`config.mk`:
```
export PLATFORM = sky130hd
export DESIGN_NAME = selective_repeat_receiver
export DESIGN_NICKNAME = d
export VERILOG_FILES = /design/src/sv/srr_pkg.sv /design/src/sv/srr_ram.sv /design/src/sv/srr_win.sv /design/src/sv/selective_repeat_receiver.sv
export SDC_FILE = /design/constraint.sdc
export NUM_CORES = 1
export LEC_CHECK = 0
export BUFFER_PORTS_ARGS = -buffer_cell sky130_fd_sc_hd__buf_2
export CORE_UTILIZATION = 59
export DETAILED_ROUTE_END_ITERATION = 8
export PLACE_DENSITY = 0.79
export SYNTH_ARGS = -nofsm -noshare
export SYNTH_HDL_FRONTEND = slang
export SYNTH_HIERARCHICAL = 1
export SYNTH_SLANG_ARGS = --single-unit
```
`constraint.sdc`:
```
create_clock -name clk -period 7.9 [get_ports clk]
set_input_delay 2.37 -clock clk [delete_from_list [all_inputs] [get_ports clk]]
set_output_delay 2.37 -clock clk [all_outputs]
set_load 0.01 [all_outputs]
```
`src/sv/srr_pkg.sv`:
```
// srr_pkg: shared types and constants of the selective-repeat receiver
// used by srr_win and selective_repeat_receiver; depends on nothing
package srr_pkg;

	// fixed field widths at the block boundary
	localparam int SEQ_NUM_W = 3;
	localparam int DATA_W    = 64;

	// parameter defaults
	localparam int WINDOW_DEF        = 4;
	localparam int SEQ_DEF           = 8;
	localparam int PAYLOAD_WIDTH_DEF = 64;

	// result kinds
	localparam logic KIND_DELIVER = 1'b0;
	localparam logic KIND_ACK     = 1'b1;

	// sequencer states
	typedef enum logic [2:0] {
		ST_IDLE,
		ST_STORE,
		ST_SCAN,
		ST_DELIVER,
		ST_ACK
	} state_t;

endpackage

```
`src/sv/srr_ram.sv`:
```
// srr_ram: generic single write port, single read port ram with registered read
// no dependencies
module srr_ram #(
	parameter int WIDTH = 64,
	parameter int DEPTH = 4,
	parameter int AW    = (DEPTH > 1) ? $clog2(DEPTH) : 1
) (
	input  logic             clk,
	input  logic             we,
	input  logic [AW-1:0]    waddr,
	input  logic [WIDTH-1:0] wdata,
	input  logic             re,
	input  logic [AW-1:0]    raddr,
	output logic [WIDTH-1:0] rdata
);

	logic [WIDTH-1:0] mem_q [DEPTH];
	logic [WIDTH-1:0] rdata_q;

	// write port
	always_ff @(posedge clk) begin
		if (we) begin
			mem_q[waddr] <= wdata;
		end
	end

	// registered read, held while re is low
	always_ff @(posedge clk) begin
		if (re) begin
			rdata_q <= mem_q[raddr];
		end
	end

	assign rdata = rdata_q;

endmodule

```
`src/sv/srr_win.sv`:
```
// srr_win: window arithmetic unit shared by every step of the sequencer
// window membership, slot of a sequence number, base advance; uses srr_pkg
module srr_win #(
	parameter int WINDOW = srr_pkg::WINDOW_DEF,
	parameter int SEQ    = srr_pkg::SEQ_DEF,
	parameter int SEQ_W  = $clog2(SEQ),
	parameter int SLOT_W = (WINDOW > 1) ? $clog2(WINDOW) : 1
) (
	input  logic [srr_pkg::SEQ_NUM_W-1:0] seq,
	input  logic [SEQ_W-1:0]              base,
	input  logic [SLOT_W-1:0]             base_slot,
	output logic                          in_win,
	output logic [SLOT_W-1:0]             slot,
	output logic [SEQ_W-1:0]              base_nxt,
	output logic [SLOT_W-1:0]             base_slot_nxt
);

	localparam int CW = ((SEQ_W > srr_pkg::SEQ_NUM_W) ? SEQ_W : srr_pkg::SEQ_NUM_W) + 1;

	logic [CW-1:0]                 seq_ext;
	logic [CW-1:0]                 gap;
	logic [srr_pkg::SEQ_NUM_W-1:0] rem;
	logic                          base_wrap;

	// distance from base modulo SEQ, then window test
	always_comb begin
		seq_ext = CW'(seq);
		gap     = seq_ext + CW'(SEQ) - CW'(base);
		if (gap >= CW'(SEQ)) begin
			gap = gap - CW'(SEQ);
		end
		if (seq_ext >= CW'(SEQ)) begin
			in_win = 1'b0;
		end else if (WINDOW >= SEQ) begin
			in_win = 1'b1;
		end else begin
			in_win = (gap < CW'(WINDOW));
		end
	end

	// slot = seq mod WINDOW by repeated subtraction on a 3-bit value
	always_comb begin
		rem = seq;
		for (int i = 0; i < 7; i++) begin
			if (int'(rem) >= WINDOW) begin
				rem = rem - srr_pkg::SEQ_NUM_W'(WINDOW);
			end
		end
		slot = SLOT_W'(rem);
	end

	// base and its slot step forward together
	always_comb begin
		base_wrap = (base == SEQ_W'(SEQ - 1));
		if (base_wrap) begin
			base_nxt      = '0;
			base_slot_nxt = '0;
		end else begin
			base_nxt = base + SEQ_W'(1);
			if (base_slot == SLOT_W'(WINDOW - 1)) begin
				base_slot_nxt = '0;
			end else begin
				base_slot_nxt = base_slot + SLOT_W'(1);
			end
		end
	end

endmodule

```
`src/sv/selective_repeat_receiver.sv`:
```
// selective_repeat_receiver: top level of the selective-repeat receiver
// sequencer, slot flags and output register; uses srr_pkg, srr_win, srr_ram
//
// Receiver side of selective-repeat ARQ. A packet word is taken only while
// in_ready is high, which is whenever the sequencer is idle; a finished result
// may still wait in the output register then. A corrupt packet is taken and
// gives nothing. A good packet is taken and goes to the store step; outside the
// window it goes on to the acknowledge, inside it is stored, then each in-order
// buffered payload is delivered (slot check and ram read, then output load) and
// the scan end leads to the acknowledge. Delivery and acknowledge wait while
// out_free is low. The payload ram and the shared window unit are used once per
// sequencer step. Each packet's results end with the acknowledge, marked last.
module selective_repeat_receiver #(
	parameter int WINDOW        = srr_pkg::WINDOW_DEF,
	parameter int SEQ           = srr_pkg::SEQ_DEF,
	parameter int PAYLOAD_WIDTH = srr_pkg::PAYLOAD_WIDTH_DEF
) (
	input  logic                          clk,
	input  logic                          arst_n,
	input  logic                          in_valid,
	output logic                          in_ready,
	input  logic                          checksum_good,
	input  logic [srr_pkg::SEQ_NUM_W-1:0] seq_num,
	input  logic [srr_pkg::DATA_W-1:0]    payload_in,
	output logic                          out_valid,
	input  logic                          out_ready,
	output logic                          kind,
	output logic [srr_pkg::DATA_W-1:0]    deliver_payload,
	output logic [srr_pkg::SEQ_NUM_W-1:0] ack_num,
	output logic                          last
);

	localparam int SEQ_W  = $clog2(SEQ);
	localparam int SLOT_W = (WINDOW > 1) ? $clog2(WINDOW) : 1;

	srr_pkg::state_t state_q, state_nxt;

	logic [SEQ_W-1:0]              base_q;
	logic [SLOT_W-1:0]             bslot_q;
	logic [WINDOW-1:0]             recv_q;
	logic [srr_pkg::SEQ_NUM_W-1:0] seq_q;
	logic [PAYLOAD_WIDTH-1:0]      pay_q;

	logic                          out_valid_q;
	logic                          out_kind_q;
	logic [srr_pkg::DATA_W-1:0]    out_pay_q;
	logic [srr_pkg::SEQ_NUM_W-1:0] out_ack_q;
	logic                          out_last_q;

	logic                     in_win;
	logic [SLOT_W-1:0]        slot;
	logic [SEQ_W-1:0]         base_nxt;
	logic [SLOT_W-1:0]        bslot_nxt;
	logic [PAYLOAD_WIDTH-1:0] ram_rdata;

	logic in_acc;
	logic out_free;
	logic store_en;
	logic take_en;
	logic load_del;
	logic load_ack;

	assign in_acc   = in_valid && in_ready;
	assign out_free = !out_valid_q || out_ready;

	// shared window arithmetic
	srr_win #(
		.WINDOW (WINDOW),
		.SEQ    (SEQ),
		.SEQ_W  (SEQ_W),
		.SLOT_W (SLOT_W)
	) u_win (
		.seq           (seq_q),
		.base          (base_q),
		.base_slot     (bslot_q),
		.in_win        (in_win),
		.slot          (slot),
		.base_nxt      (base_nxt),
		.base_slot_nxt (bslot_nxt)
	);

	// buffered payloads, one word per slot
	srr_ram #(
		.WIDTH (PAYLOAD_WIDTH),
		.DEPTH (WINDOW),
		.AW    (SLOT_W)
	) u_ram (
		.clk   (clk),
		.we    (store_en),
		.waddr (slot),
		.wdata (pay_q),
		.re    (take_en),
		.raddr (bslot_q),
		.rdata (ram_rdata)
	);

	// state register
	always_ff @(posedge clk or negedge arst_n) begin
		if (!arst_n) begin
			state_q <= srr_pkg::ST_IDLE;
		end else begin
			state_q <= state_nxt;
		end
	end

	// next state and step controls
	always_comb begin
		state_nxt = state_q;
		in_ready  = 1'b0;
		store_en  = 1'b0;
		take_en   = 1'b0;
		load_del  = 1'b0;
		load_ack  = 1'b0;
		case (state_q)
			srr_pkg::ST_IDLE: begin
				in_ready = 1'b1;
				if (in_valid && checksum_good) begin
					state_nxt = srr_pkg::ST_STORE;
				end
			end
			srr_pkg::ST_STORE: begin
				store_en  = in_win;
				state_nxt = in_win ? srr_pkg::ST_SCAN : srr_pkg::ST_ACK;
			end
			srr_pkg::ST_SCAN: begin
				if (recv_q[bslot_q]) begin
					take_en   = 1'b1;
					state_nxt = srr_pkg::ST_DELIVER;
				end else begin
					state_nxt = srr_pkg::ST_ACK;
				end
			end
			srr_pkg::ST_DELIVER: begin
				if (out_free) begin
					load_del  = 1'b1;
					state_nxt = srr_pkg::ST_SCAN;
				end
			end
			srr_pkg::ST_ACK: begin
				if (out_free) begin
					load_ack  = 1'b1;
					state_nxt = srr_pkg::ST_IDLE;
				end
			end
			default: begin
				state_nxt = srr_pkg::ST_IDLE;
			end
		endcase
	end

	// window base and slot flags
	always_ff @(posedge clk or negedge arst_n) begin
		if (!arst_n) begin
			base_q  <= '0;
			bslot_q <= '0;
			recv_q  <= '0;
		end else begin
			if (store_en) begin
				recv_q[slot] <= 1'b1;
			end
			if (take_en) begin
				recv_q[bslot_q] <= 1'b0;
				base_q          <= base_nxt;
				bslot_q         <= bslot_nxt;
			end
		end
	end

	// packet capture
	always_ff @(posedge clk) begin
		if (in_acc) begin
			seq_q <= seq_num;
			pay_q <= payload_in[PAYLOAD_WIDTH-1:0];
		end
	end

	// output register valid
	always_ff @(posedge clk or negedge arst_n) begin
		if (!arst_n) begin
			out_valid_q <= 1'b0;
		end else if (load_del || load_ack) begin
			out_valid_q <= 1'b1;
		end else if (out_ready) begin
			out_valid_q <= 1'b0;
		end
	end

	// output register word
	always_ff @(posedge clk) begin
		if (load_del) begin
			out_kind_q <= srr_pkg::KIND_DELIVER;
			out_pay_q  <= srr_pkg::DATA_W'(ram_rdata);
			out_ack_q  <= '0;
			out_last_q <= 1'b0;
		end else if (load_ack) begin
			out_kind_q <= srr_pkg::KIND_ACK;
			out_pay_q  <= '0;
			out_ack_q  <= seq_q;
			out_last_q <= 1'b1;
		end
	end

	assign out_valid       = out_valid_q;
	assign kind            = out_kind_q;
	assign deliver_payload = out_pay_q;
	assign ack_num         = out_ack_q;
	assign last            = out_last_q;

`ifndef ASSERT_OFF
	// a good packet always goes to the store step
	a_good_to_store: assert property (@(posedge clk) disable iff (!arst_n)
		in_acc && checksum_good |=> state_q == srr_pkg::ST_STORE)
		else $error("good packet did not enter store step");

	// only the acknowledge closes a packet
	a_last_is_ack: assert property (@(posedge clk) disable iff (!arst_n)
		out_valid_q |-> (out_last_q == (out_kind_q == srr_pkg::KIND_ACK)))
		else $error("last flag does not match result kind");

	// a delivery is only ever reached from a slot check
	a_deliver_from_scan: assert property (@(posedge clk) disable iff (!arst_n)
		state_q == srr_pkg::ST_DELIVER |->
			$past(state_q) == srr_pkg::ST_SCAN || $past(state_q) == srr_pkg::ST_DELIVER)
		else $error("delivery step entered without slot check");

	// slot pointer stays inside the window and base stays below SEQ
	a_bslot_range: assert property (@(posedge clk) disable iff (!arst_n)
		int'(bslot_q) < WINDOW && int'(base_q) < SEQ)
		else $error("window base or slot out of range");
`endif

endmodule

```
# Word-level counts from Yosys, hierarchy flattened
# Memory sizes are Yosys's and may differ from the RTL's. A register that Yosys moved wholly into a read port is not among the register bits.
# Cells that the tools add are included.
# word_totals
reg_bits,148
ramBits,256
input_bits,72
out_inout_bits,71
word_cells,97
n_memories,1
# memory_table
memory,depth,width,read_ports,rd_clocked_by_memory_dff,write_ports,line_no,source
u_ram.mem_q,4,64,1,1,1,srr_ram.sv:17,logic [WIDTH-1:0] mem_q [DEPTH];
# op_classes
add_sub_neg,12
magnitude_cmp,13
n_eq_ne,9
muxes,38
n_bitwise,3
n_reduce_logical,11
# ops
cell,count
64-bit 2-to-1 mux,2
3-bit 2-to-1 mux,12
3-bit >= comparator (second input constant),7
3-bit subtractor (second input constant),6
3-bit one-hot mux with 5 select lines,1
1-bit 2-to-1 mux,14
4-bit 2-to-1 mux,3
3-bit by 2-bit equality test with 1-bit output (second input constant),2
3-bit equality test (second input constant),2
2-bit by 3-bit < comparator with 1-bit output (second input constant),2
2-bit 2-to-1 mux,3
2-bit != test (second input constant),3
3-bit by 4-bit adder with 4-bit output (second input constant),1
4-bit AND,1
1-bit demux with 2-bit select,2
2-bit by 1-bit >= comparator with 1-bit output (second input constant),2
4-bit >= comparator (second input constant),1
1-bit logical AND,4
4-bit by 3-bit < comparator with 1-bit output (second input constant),1
4-bit NOT,1
4-bit bitwise OR,1
2-bit nonzero test,2
4-bit by 3-bit subtractor with 4-bit output,1
4-bit subtractor (second input constant),1
10 further kinds,11

# Depth between registers and ports, before layout
# Gate-level depths: netlist (run 1).
# logic_depth
depth_word,22
mapped_depth,7
depth_no_buf,7

# Modules after synthesis
# The synthesis (run 1) kept the hierarchy.
# modules_own_cells
module,instances,cells_per_inst,area_each_um2,seq_area_each_um2
srr_ram,1,402,11263.3,9609.2
selective_repeat_receiver,1,284,5241.3,4339.2
srr_win,1,15,122.6,0.0

# Least setup slack after synthesis (run 1)
# Ideal clock, no wire load.
# synth_path
path_type,register -> register
startpoint,reg seq_q[1] (netlist name)
endpoint,mem u_ram.mem_q[0][0] (enable)
setup_ns,0.578
arrival_time_ns,5.997
required_ns,7.322
slack_ns,1.325
path_stages_with_launch,6
n_path_buf,0
synth_period_minus_slack_ns,6.575
path_cell_list,edfxtp_1 -> ha_1 -> a21oi_2 -> xnor2_1 -> and4bb_2 -> nor3b_1
# synth_via
word_cells_on_any_way,30
classes_between,10 x add/sub; 9 x order compare; 11 x mux
# synth_lines
element,line_no,source
start: declaration,selective_repeat_receiver.sv:41,logic [srr_pkg::SEQ_NUM_W-1:0] seq_q;
start signal: assignment,selective_repeat_receiver.sv:172,seq_q <= seq_num;
3-bit by 4-bit adder with 4-bit output *,srr_win.sv:28,gap = seq_ext + CW'(SEQ) - CW'(base);
4-bit by 3-bit subtractor with 4-bit output *,srr_win.sv:28,
4-bit subtractor / 4-bit >= comparator (equally long branches),"srr_win.sv:30, srr_win.sv:29",
4-bit 2-to-1 mux *,srr_win.sv:29,if (gap >= CW'(SEQ)) begin
4-bit by 3-bit < comparator with 1-bit output *,srr_win.sv:37,in_win = (gap < CW'(WINDOW));
via in_win,selective_repeat_receiver.sv:50,logic in_win;
1-bit 2-to-1 mux *,selective_repeat_receiver.sv:114,case (state_q)
via store_en,selective_repeat_receiver.sv:58,logic store_en;
1-bit 2-to-1 mux *,srr_ram.sv:22,if (we) begin
1-bit 2-to-1 mux (not written as such) *,srr_ram.sv:23,mem_q[waddr] <= wdata;
end: declaration,srr_ram.sv:17,
# The timed path passes the listed nets; every way through them passes the cells marked *.

# Worst setup path after layout (run 1)
# layout_path
startpoint,in out_ready
endpoint,reg out_pay_q (netlist bit deliver_payload[15]) (enable)
# layout_via
elab_chain_len,4
word_cells_on_any_way,5
classes_between,3 x mux; 2 x reduce/logical
# layout_rtl
element,line_no,source
start: declaration,selective_repeat_receiver.sv:26,"input logic out_ready,"
1-bit logical OR *,selective_repeat_receiver.sv:64,assign out_free = !out_valid_q || out_ready;
1-bit 2-to-1 mux *,"selective_repeat_receiver.sv:134, selective_repeat_receiver.sv:140",
1-bit 2-to-1 mux,selective_repeat_receiver.sv:114,
2-bit nonzero test (no source line) *,n/a,
end signal: assignment,selective_repeat_receiver.sv:192,out_pay_q <= srr_pkg::DATA_W'(ram_rdata);
end: declaration,selective_repeat_receiver.sv:46,logic [srr_pkg::DATA_W-1:0] out_pay_q;
# Mark *: on every way between the ends. The rest lies on a longest branch, timed or not.
# A chain may end at the register's enable or synchronous reset.

==> results of run 1 <==
-- cells by family after synthesis --
group	count (synthesis)	synth area share, %
AO/OA/AOI/OAI	25	0.926
adder cells (fa/ha/maj)	4	0.301
flip-flops	468	83.9
buffers and inverters	35	1.70
AND/OR/NAND/NOR	96	3.69
multiplexers	71	9.38
XOR/XNOR	2	0.105
-- power by group --
part           internal, W  leakage [nW]  switching, W  total, W
logic             0.000426          1.49      0.000489  0.000915
registers          0.00327          4.31      0.000254   0.00353
clock network      0.00122         0.716      0.000868   0.00209
-- registers in the layout (all words and copies together), names as in the netlist --
| signal | cells |
|---|---|
| ack_num | 3 |
| base_q | 3 |
| bslot_q | 2 |
| deliver_payload | 64 |
| last | 1 |
| out_valid | 1 |
| pay_q | 64 |
| recv_q | 4 |
| seq_q | 3 |
| state_q | 3 |
| u_ram/mem_q | 256 |
| u_ram/rdata | 64 |
-- final cells by class --
type                            instances  area, um2
Clock buffer                           53       1200
Clock inverter                         31        267
Timing Repair Buffer                  147        748
Tap cell                              378        473
Sequential cell                       468      14000
Inverter                                7       27.5
Multi-Input combinational cell        198       2420
Fill cell                            1734       8690
-- through the flow --
step	cell area (um2)	std cells	worst slack, ns
floorplan	16600	701	1.32
global placement	17600	1198	3.01
detailed placement	17600	1198	2.93
CTS	19100	1282	3.49
global route	19100	1282	3.36
finish	19100	1282	3.56
-- worst max-delay path by stage --
stage | start | to | slack (ns) | depth (start not counted)
6_report | out_ready | deliver_payload[15] | 3.56 | 4
5_1_grt | out_ready | deliver_payload[55] | 3.36 | 4
4_1_cts | out_ready | deliver_payload[26] | 3.49 | 4
3_5_place_dp | out_ready | deliver_payload[43] | 2.93 | 4
3_3_place_gp | out_ready | deliver_payload[56] | 3.01 | 4
2_1_floorplan | seq_q[1] | u_ram/mem_q[0][0] | 1.32 | 5
-- Yosys cell counts (2+ instances only) --
master,instances
buf_12,6
ha_1,4
a41oi_1,2
clkbuf_2,2
buf_6,4
inv_1,7
mux4_2,61
and3b_1,2
buf_4,3
edfxtp_1,451
nor2_1,4
o21ai_0,7
a31oi_1,7
nand2_1,2
mux4_1,4
nor3_1,2
and3_1,2
or3b_2,2
nand2b_1,3
a21oi_1,5
dfrtp_1,13
clkbuf_1,5
nor2b_1,5
and2_1,65
nand3_1,3
dfxtp_1,4
buf_2,8
mux2_4,4
nor3b_2,2
-- layer usage --
layer  global-route usage, %  part of all wire (%)  vias up
li1                        -                     -     3178
met1                    26.2                    41     3560
met2                    32.5                    51      229
met3                    3.33                   5.5       52
met4                    7.13                   2.8        0
met5                       0                     0        -
-- worst max-delay path, delay by kind of cell --
| kind | cells | cell delay, ns |
|---|---|---|
| buffers and inverters | 1 | 0.09 |
| AND/OR/NAND/NOR | 2 | 1.20 |
| AO/OA/AOI/OAI | 1 | 0.76 |
==> results_tabular.tex, run 1 <==
\begin{tabular}{lr}
\hline
Metric & Value \\
\hline
\multicolumn{2}{l}{\textbf{Run status}} \\
\quad Status & finished, final reports clean \\
\multicolumn{2}{l}{\textbf{Die}} \\
\quad Die footprint & 28900 um2 \\
\quad Placeable core region & 27800 um2 \\
\quad Row count & 61 \\
\quad Die span in y & 170 um \\
\quad Width of the chip & 170 um \\
\quad Initial Util & 59.8\% \\
\quad Number of top-level pins & 143 \\
\multicolumn{2}{l}{\textbf{Synthesis}} \\
\quad Number of flops mapped to enable cells by yosys & 451 \\
\quad Post-synthesis sequential element count & 468 \\
\quad Primary flip-flop cell chosen by synthesis mapping & edfxtp\_1 \\
\quad Sequential share of the synthesized area & 83.9\% \\
\quad Yosys warning total & 6 \\
\quad Top cell type by total area after synthesis & edfxtp\_1 \\
\quad Async S/R FF share, synth & 2.78\% \\
\quad Most area-consuming cells after synthesis & edfxtp\_1 81\%, mux4\_2 8.3\%, and2\_1 2.4\%, dfrtp\_1 2.0\%, buf\_12 0.72\% \\
\quad Synthesized Nets & 777 \\
\quad Number of standard cells after synthesis & 701 \\
\quad Area of the mapped netlist & 16600 um2 \\
\quad Mean instance size in the synthesized netlist & 23.7 um2 \\
\quad Count of different cell masters after synthesis & 41 \\
\quad Synth top area share & 81.5\% \\
\multicolumn{2}{l}{\textbf{Clock network}} \\
\quad Clock transition at the registers of the reported paths & 0.06 ns \\
\quad TritonCTS buffer count & 46 \\
\quad Clock tree from TritonCTS & built \\
\quad Master cell of the clock root buffer & clkbuf\_16 \\
\quad Worst-Skew Late Latency & 0.54 ns \\
\quad Clock tree sinks & 468 \\
\quad CTS resizes & 0 \\
\quad H-tree levels & 2 \\
\quad Hold-fix buffer count after cts & 0 \\
\quad Max Root-Sink Buffers & 3 \\
\quad Post-CTS setup buffer count & 0 \\
\multicolumn{2}{l}{\textbf{Route}} \\
\quad Total routed wirelength & 26.9 mm \\
\quad Detail Route Antenna Nets & 0 \\
\quad Routed wirelength normalized by instance count & 21.0 um \\
\quad DRC violation total after the first TritonRoute iteration & 423 \\
\quad First-pass iteration count of the detailed router & 5 \\
\quad DRC violations left & 0 \\
\quad Routed via count divided by cell count & 5.48 \\
\quad Via Count & 7019 \\
\multicolumn{2}{l}{\textbf{Timing}} \\
\quad Number of setup violations in the final report & 0 \\
\quad Largest clock skew in the final design & 0.0149 ns \\
\quad Hold slack final & 0.483 ns \\
\quad Final Cycle Share & 54.9\% \\
\quad Number of hold violations in the final report & 0 \\
\quad Unrepaired setup endpoints after global routing & no \\
\quad Final sum of negative setup slack & 0 ns \\
\quad Max Transition Viols Final & 0 \\
\quad Clock period minus worst slack & 4.34 ns \\
\quad Fmax achieved & 230 MHz \\
\quad Slew at the pin closest to its max-slew limit & 1.16 ns \\
\quad Worst slew margin & 22.8\% \\
\multicolumn{2}{l}{\textbf{Placed design}} \\
\quad GPL Wtd Cong & 0.762 \\
\quad HPWL Detailed & 13.6 mm \\
\quad Port bufs & 142 \\
\multicolumn{2}{l}{\textbf{Final layout}} \\
\quad Share of the core filled with cells in the final layout & 68.7\% \\
\quad Share of final-layout standard cells stronger than drive strength 1 & 32.6\% \\
\quad Diode insertion count for antenna repair & 0 \\
\quad Most used cells in the layout excluding fill and tap cells & 451 x edfxtp\_1, 142 x buf\_2, 64 x and2\_1, 61 x mux4\_2, 47 x clkbuf\_16 \\
\quad Signed area change from the synthesized netlist to the final layout & 14.8\% \\
\quad Final-stage net count & 944 \\
\quad Most common library cell in the layout ignoring fill and taps & edfxtp\_1 \\
\multicolumn{2}{l}{\textbf{Pwr}} \\
\quad Static power due to leakage & 6.52 nW \\
\quad Pwr/cell area & 342 nW/um2 \\
\quad Total power & 0.00653 W \\
\quad Worst vdd rail ir drop & 0.170 mV \\
\multicolumn{2}{l}{\textbf{Setup path}} \\
\quad List of cells traversed by the critical path & buf\_2, nand2b\_1, and3\_2, a21o\_4 \\
\quad Nature of the critical path startpoint & input port \\
\quad Critical path fanouts, max & 70 \\
\quad Kind of end point of the critical path & register \\
\quad Reg2Reg Launch Point & seq\_q[1] \\
\quad Worst setup path class & in -> reg \\
\quad Critical path's slowest cell & and3\_2 \\
\quad Reg2reg path depth & 6 \\
\quad Critical R2R Capture & u\_ram/mem\_q[0][1] \\
\quad Delay of the slowest cell on the worst path & 1.00 ns \\
\quad Critical path required time & 8.06 ns \\
\quad Worst reg-to-reg setup slack & 4.21 ns \\
\quad Worst endpoint data arrival time & 4.50 ns \\
\multicolumn{2}{l}{\textbf{GRT}} \\
\quad Global-route usage over all layers & 19.5\% \\
\quad Vias in the first global route & 7255 \\
\quad Wire length of the first global-routing pass & 41.2 mm \\
\quad Pin count of the biggest net entering global routing & 72 \\
\quad Antenna violations before repair & 0 \\
\quad Overall overflow remaining after global route & 0 \\
\multicolumn{2}{l}{\textbf{Run}} \\
\quad Max-cap violations & 0 \\
\multicolumn{2}{l}{\textbf{Min path}} \\
\quad Count of cells along the worst hold path & 2 \\
\quad Terminating pin of the worst hold path & ack\_num[2] \\
\quad Worst min-delay path class & reg -> reg \\
\quad Start point of the worst hold path & ack\_num[2] \\
\hline
\end{tabular}
Note: power is estimated with default switching activity, not from simulation.
==> run 2, diff against run 1 <==
--- a/config.mk
+++ b/config.mk
@@ -6,9 +6,9 @@
 export NUM_CORES = 1
 export LEC_CHECK = 0
 export BUFFER_PORTS_ARGS = -buffer_cell sky130_fd_sc_hd__buf_2
-export CORE_UTILIZATION = 59
+export CORE_UTILIZATION = 53
 export DETAILED_ROUTE_END_ITERATION = 8
-export PLACE_DENSITY = 0.79
+export PLACE_DENSITY = 0.75
 export SYNTH_ARGS = -nofsm -noshare
 export SYNTH_HDL_FRONTEND = slang
 export SYNTH_HIERARCHICAL = 1
==> constraint.sdc (replaced) <==
create_clock -name clk -period 3.6 [get_ports clk]
set_input_delay 1.08 -clock clk [delete_from_list [all_inputs] [get_ports clk]]
set_output_delay 1.08 -clock clk [all_outputs]
set_load 0.01 [all_outputs]
==> run 2 against run 1 <==
Clock power rose by 110%. The run now ends with design-rule violations left. Worst hold slack got worse by 0.038 ns. Highest routed layer unchanged. Non-clock buffer count is 16 higher. Worst setup slack lost 2.7 ns. Sequential power grew 120%. Clock skew grew 0.014 ns. Die area up 11%. Global-route usage shrank 1.3 points. Largest power group unchanged. Clock-buffer cell count increased by 3.
==> results_tabular.tex, run 2 (synthesized netlist as in run 1, its figures left out) <==
\begin{tabular}{lr}
\hline
Metric & Value \\
\hline
\multicolumn{2}{l}{\textbf{Run status}} \\
\quad Status & finished, violations left \\
\quad Failing checks & design-rule violations \\
\multicolumn{2}{l}{\textbf{Setup path}} \\
\quad Reg2Reg Launch Point & seq\_q[1] \\
\quad Kind of end point of the critical path & register \\
\quad Nature of the critical path startpoint & register \\
\quad Critical path fanouts, max & 35 \\
\quad Critical R2R Capture & u\_ram/mem\_q[3][58] \\
\quad Critical path required time & 3.81 ns \\
\quad Capturing instance or port of the critical path & u\_ram/mem\_q[3][58] \\
\quad Worst reg-to-reg setup slack & 0.81 ns \\
\quad Setup crit start & seq\_q[1] \\
\quad Worst setup path class & reg -> reg \\
\quad Worst endpoint data arrival time & 3.00 ns \\
\quad Reg2reg path depth & 6 \\
\multicolumn{2}{l}{\textbf{Final layout}} \\
\quad Area of combinational cells with multiple inputs & 2430 um2 \\
\quad Most common library cell in the layout ignoring fill and taps & edfxtp\_1 \\
\quad Share of final-layout standard cells stronger than drive strength 1 & 33.3\% \\
\quad Diode insertion count for antenna repair & 0 \\
\quad Signed area change from the synthesized netlist to the final layout & 16.1\% \\
\quad Filler cells & 2070 \\
\quad Final-stage net count & 959 \\
\quad Largest register FFs & 256 \\
\quad Register name with the most flops & u\_ram/mem\_q \\
\quad Sequential standard cell area & 14000 um2 \\
\quad Most used cells in the layout excluding fill and tap cells & 451 x edfxtp\_1, 142 x buf\_2, 64 x and2\_1, 61 x mux4\_2, 46 x clkbuf\_16 \\
\multicolumn{2}{l}{\textbf{Clock network}} \\
\quad Clock tree sinks & 468 \\
\quad CTS resizes & 0 \\
\quad Max Root-Sink Buffers & 3 \\
\quad Clock transition at the registers of the reported paths & 0.06 ns \\
\quad Clock tree from TritonCTS & built \\
\quad Master cell of the clock root buffer & clkbuf\_16 \\
\quad TritonCTS buffer count & 45 \\
\quad Hold-fix buffer count after cts & 0 \\
\quad H-tree levels & 2 \\
\quad Worst-Skew Late Latency & 0.54 ns \\
\quad Post-CTS setup buffer count & 0 \\
\multicolumn{2}{l}{\textbf{Timing}} \\
\quad Number of hold violations in the final report & 0 \\
\quad Final sum of negative setup slack & 0 ns \\
\quad Largest clock skew in the final design & 0.0285 ns \\
\quad Unrepaired setup endpoints after global routing & no \\
\quad Max Transition Viols Final & 0 \\
\quad Number of setup violations in the final report & 0 \\
\quad Slew at the pin closest to its max-slew limit & 1.03 ns \\
\quad Hold slack final & 0.445 ns \\
\quad Fmax achieved & 359 MHz \\
\quad Worst slew margin & 31.4\% \\
\quad Clock period minus worst slack & 2.79 ns \\
\quad Final Cycle Share & 77.5\% \\
\multicolumn{2}{l}{\textbf{Route}} \\
\quad Detail Route Antenna Nets & 0 \\
\quad Via Count & 7035 \\
\quad First-pass iteration count of the detailed router & 6 \\
\quad Routed wirelength normalized by instance count & 21.5 um \\
\quad Total routed wirelength & 28.2 mm \\
\quad DRC violations left & 18 \\
\quad DRC violation total after the first TritonRoute iteration & 556 \\
\quad Routed via count divided by cell count & 5.35 \\
\multicolumn{2}{l}{\textbf{Min path}} \\
\quad Worst min-delay path class & in -> async \\
\multicolumn{2}{l}{\textbf{Placed design}} \\
\quad Port bufs & 142 \\
\quad HPWL Detailed & 16.3 mm \\
\quad GPL Wtd Cong & 0.772 \\
\multicolumn{2}{l}{\textbf{Pwr}} \\
\quad Pwr/cell area & 742 nW/um2 \\
\quad Worst vdd rail ir drop & 0.434 mV \\
\quad Static power due to leakage & 6.61 nW \\
\multicolumn{2}{l}{\textbf{Die}} \\
\quad Row count & 64 \\
\quad Width of the chip & 179 um \\
\quad Number of top-level pins & 143 \\
\quad Initial Util & 54.1\% \\
\quad Die footprint & 32100 um2 \\
\quad Die span in y & 179 um \\
\quad Placeable core region & 30700 um2 \\
\multicolumn{2}{l}{\textbf{GRT}} \\
\quad Global-route usage over all layers & 18.2\% \\
\quad Overall overflow remaining after global route & 0 \\
\quad Antenna violations before repair & 0 \\
\quad Vias in the first global route & 7514 \\
\quad Wire length of the first global-routing pass & 42.6 mm \\
\quad Pin count of the biggest net entering global routing & 71 \\
\multicolumn{2}{l}{\textbf{Run}} \\
\quad Max-cap violations & 0 \\
\hline
\end{tabular}
run 2: worst min-delay path by stage:
stage / from / end / slack [ns] / cells after the start
after floorplan: pay_q[0] / u_ram/mem_q[0][0] / 0.46 / 0
after global placement: ack_num[2] / ack_num[2] / 0.47 / 2
after detailed placement: ack_num[0] / ack_num[0] / 0.48 / 2
after CTS: arst_n / state_q[0] / 0.44 / 1
after global routing: arst_n / out_valid / 0.45 / 1
final: arst_n / state_q[0] / 0.45 / 1
run 2: where the power goes:
part / total (W) / internal [W] / switching (W)
combinational: 0.00230 / 0.00105 / 0.00126
sequential: 0.00759 / 0.00717 / 0.000426
clock: 0.00443 / 0.00256 / 0.00187
total: 0.0143 / 0.0108 / 0.00356
run 2: area by class of cell:
class	instances	area share, %
Sequential cell	468	72.3
Multi-Input combinational cell	198	12.6
Inverter	7	0.143
Timing Repair Buffer	163	5.15
Clock inverter	26	1.08
Clock buffer	56	6.16
Tap cell	396	2.57
run 2: stage by stage:
| step | setup WS, ns | instance area [um2] | power [W] | utilization (%) | instances |
|---|---|---|---|---|---|
| after global routing | 0.709 | 19300 | 0.0149 | 62.8 | 1314 |
| final | 0.811 | 19300 | 0.0143 | 62.8 | 1314 |
| after global placement | 0.884 | 17900 | 0.00997 | 58.2 | 1232 |
| after detailed placement | 0.844 | 17900 | 0.0101 | 58.2 | 1232 |
| after CTS | 0.823 | 19300 | 0.0145 | 62.8 | 1314 |
| after floorplan | 0.153 | 16600 | 0.00931 | - | 701 |
run 2: worst max-delay path, stage by stage, from the launching register on:
cell and delay, ns:
edfxtp_1 0.54, ha_1 0.38, a21oi_2 0.13, xnor2_1 0.15, and4bb_2 0.38, and3_4 0.60
buf_12 0.25
run 2: metal layers:
| layer | global-route usage (%) | wire length (um) |
|---|---|---|
| met2 | 32.5 | 15100 |
| met1 | 22.7 | 11200 |
| met3 | 2.76 | 1180 |
| met4 | 5.88 | 664 |
| met5 | 0 | 0 |
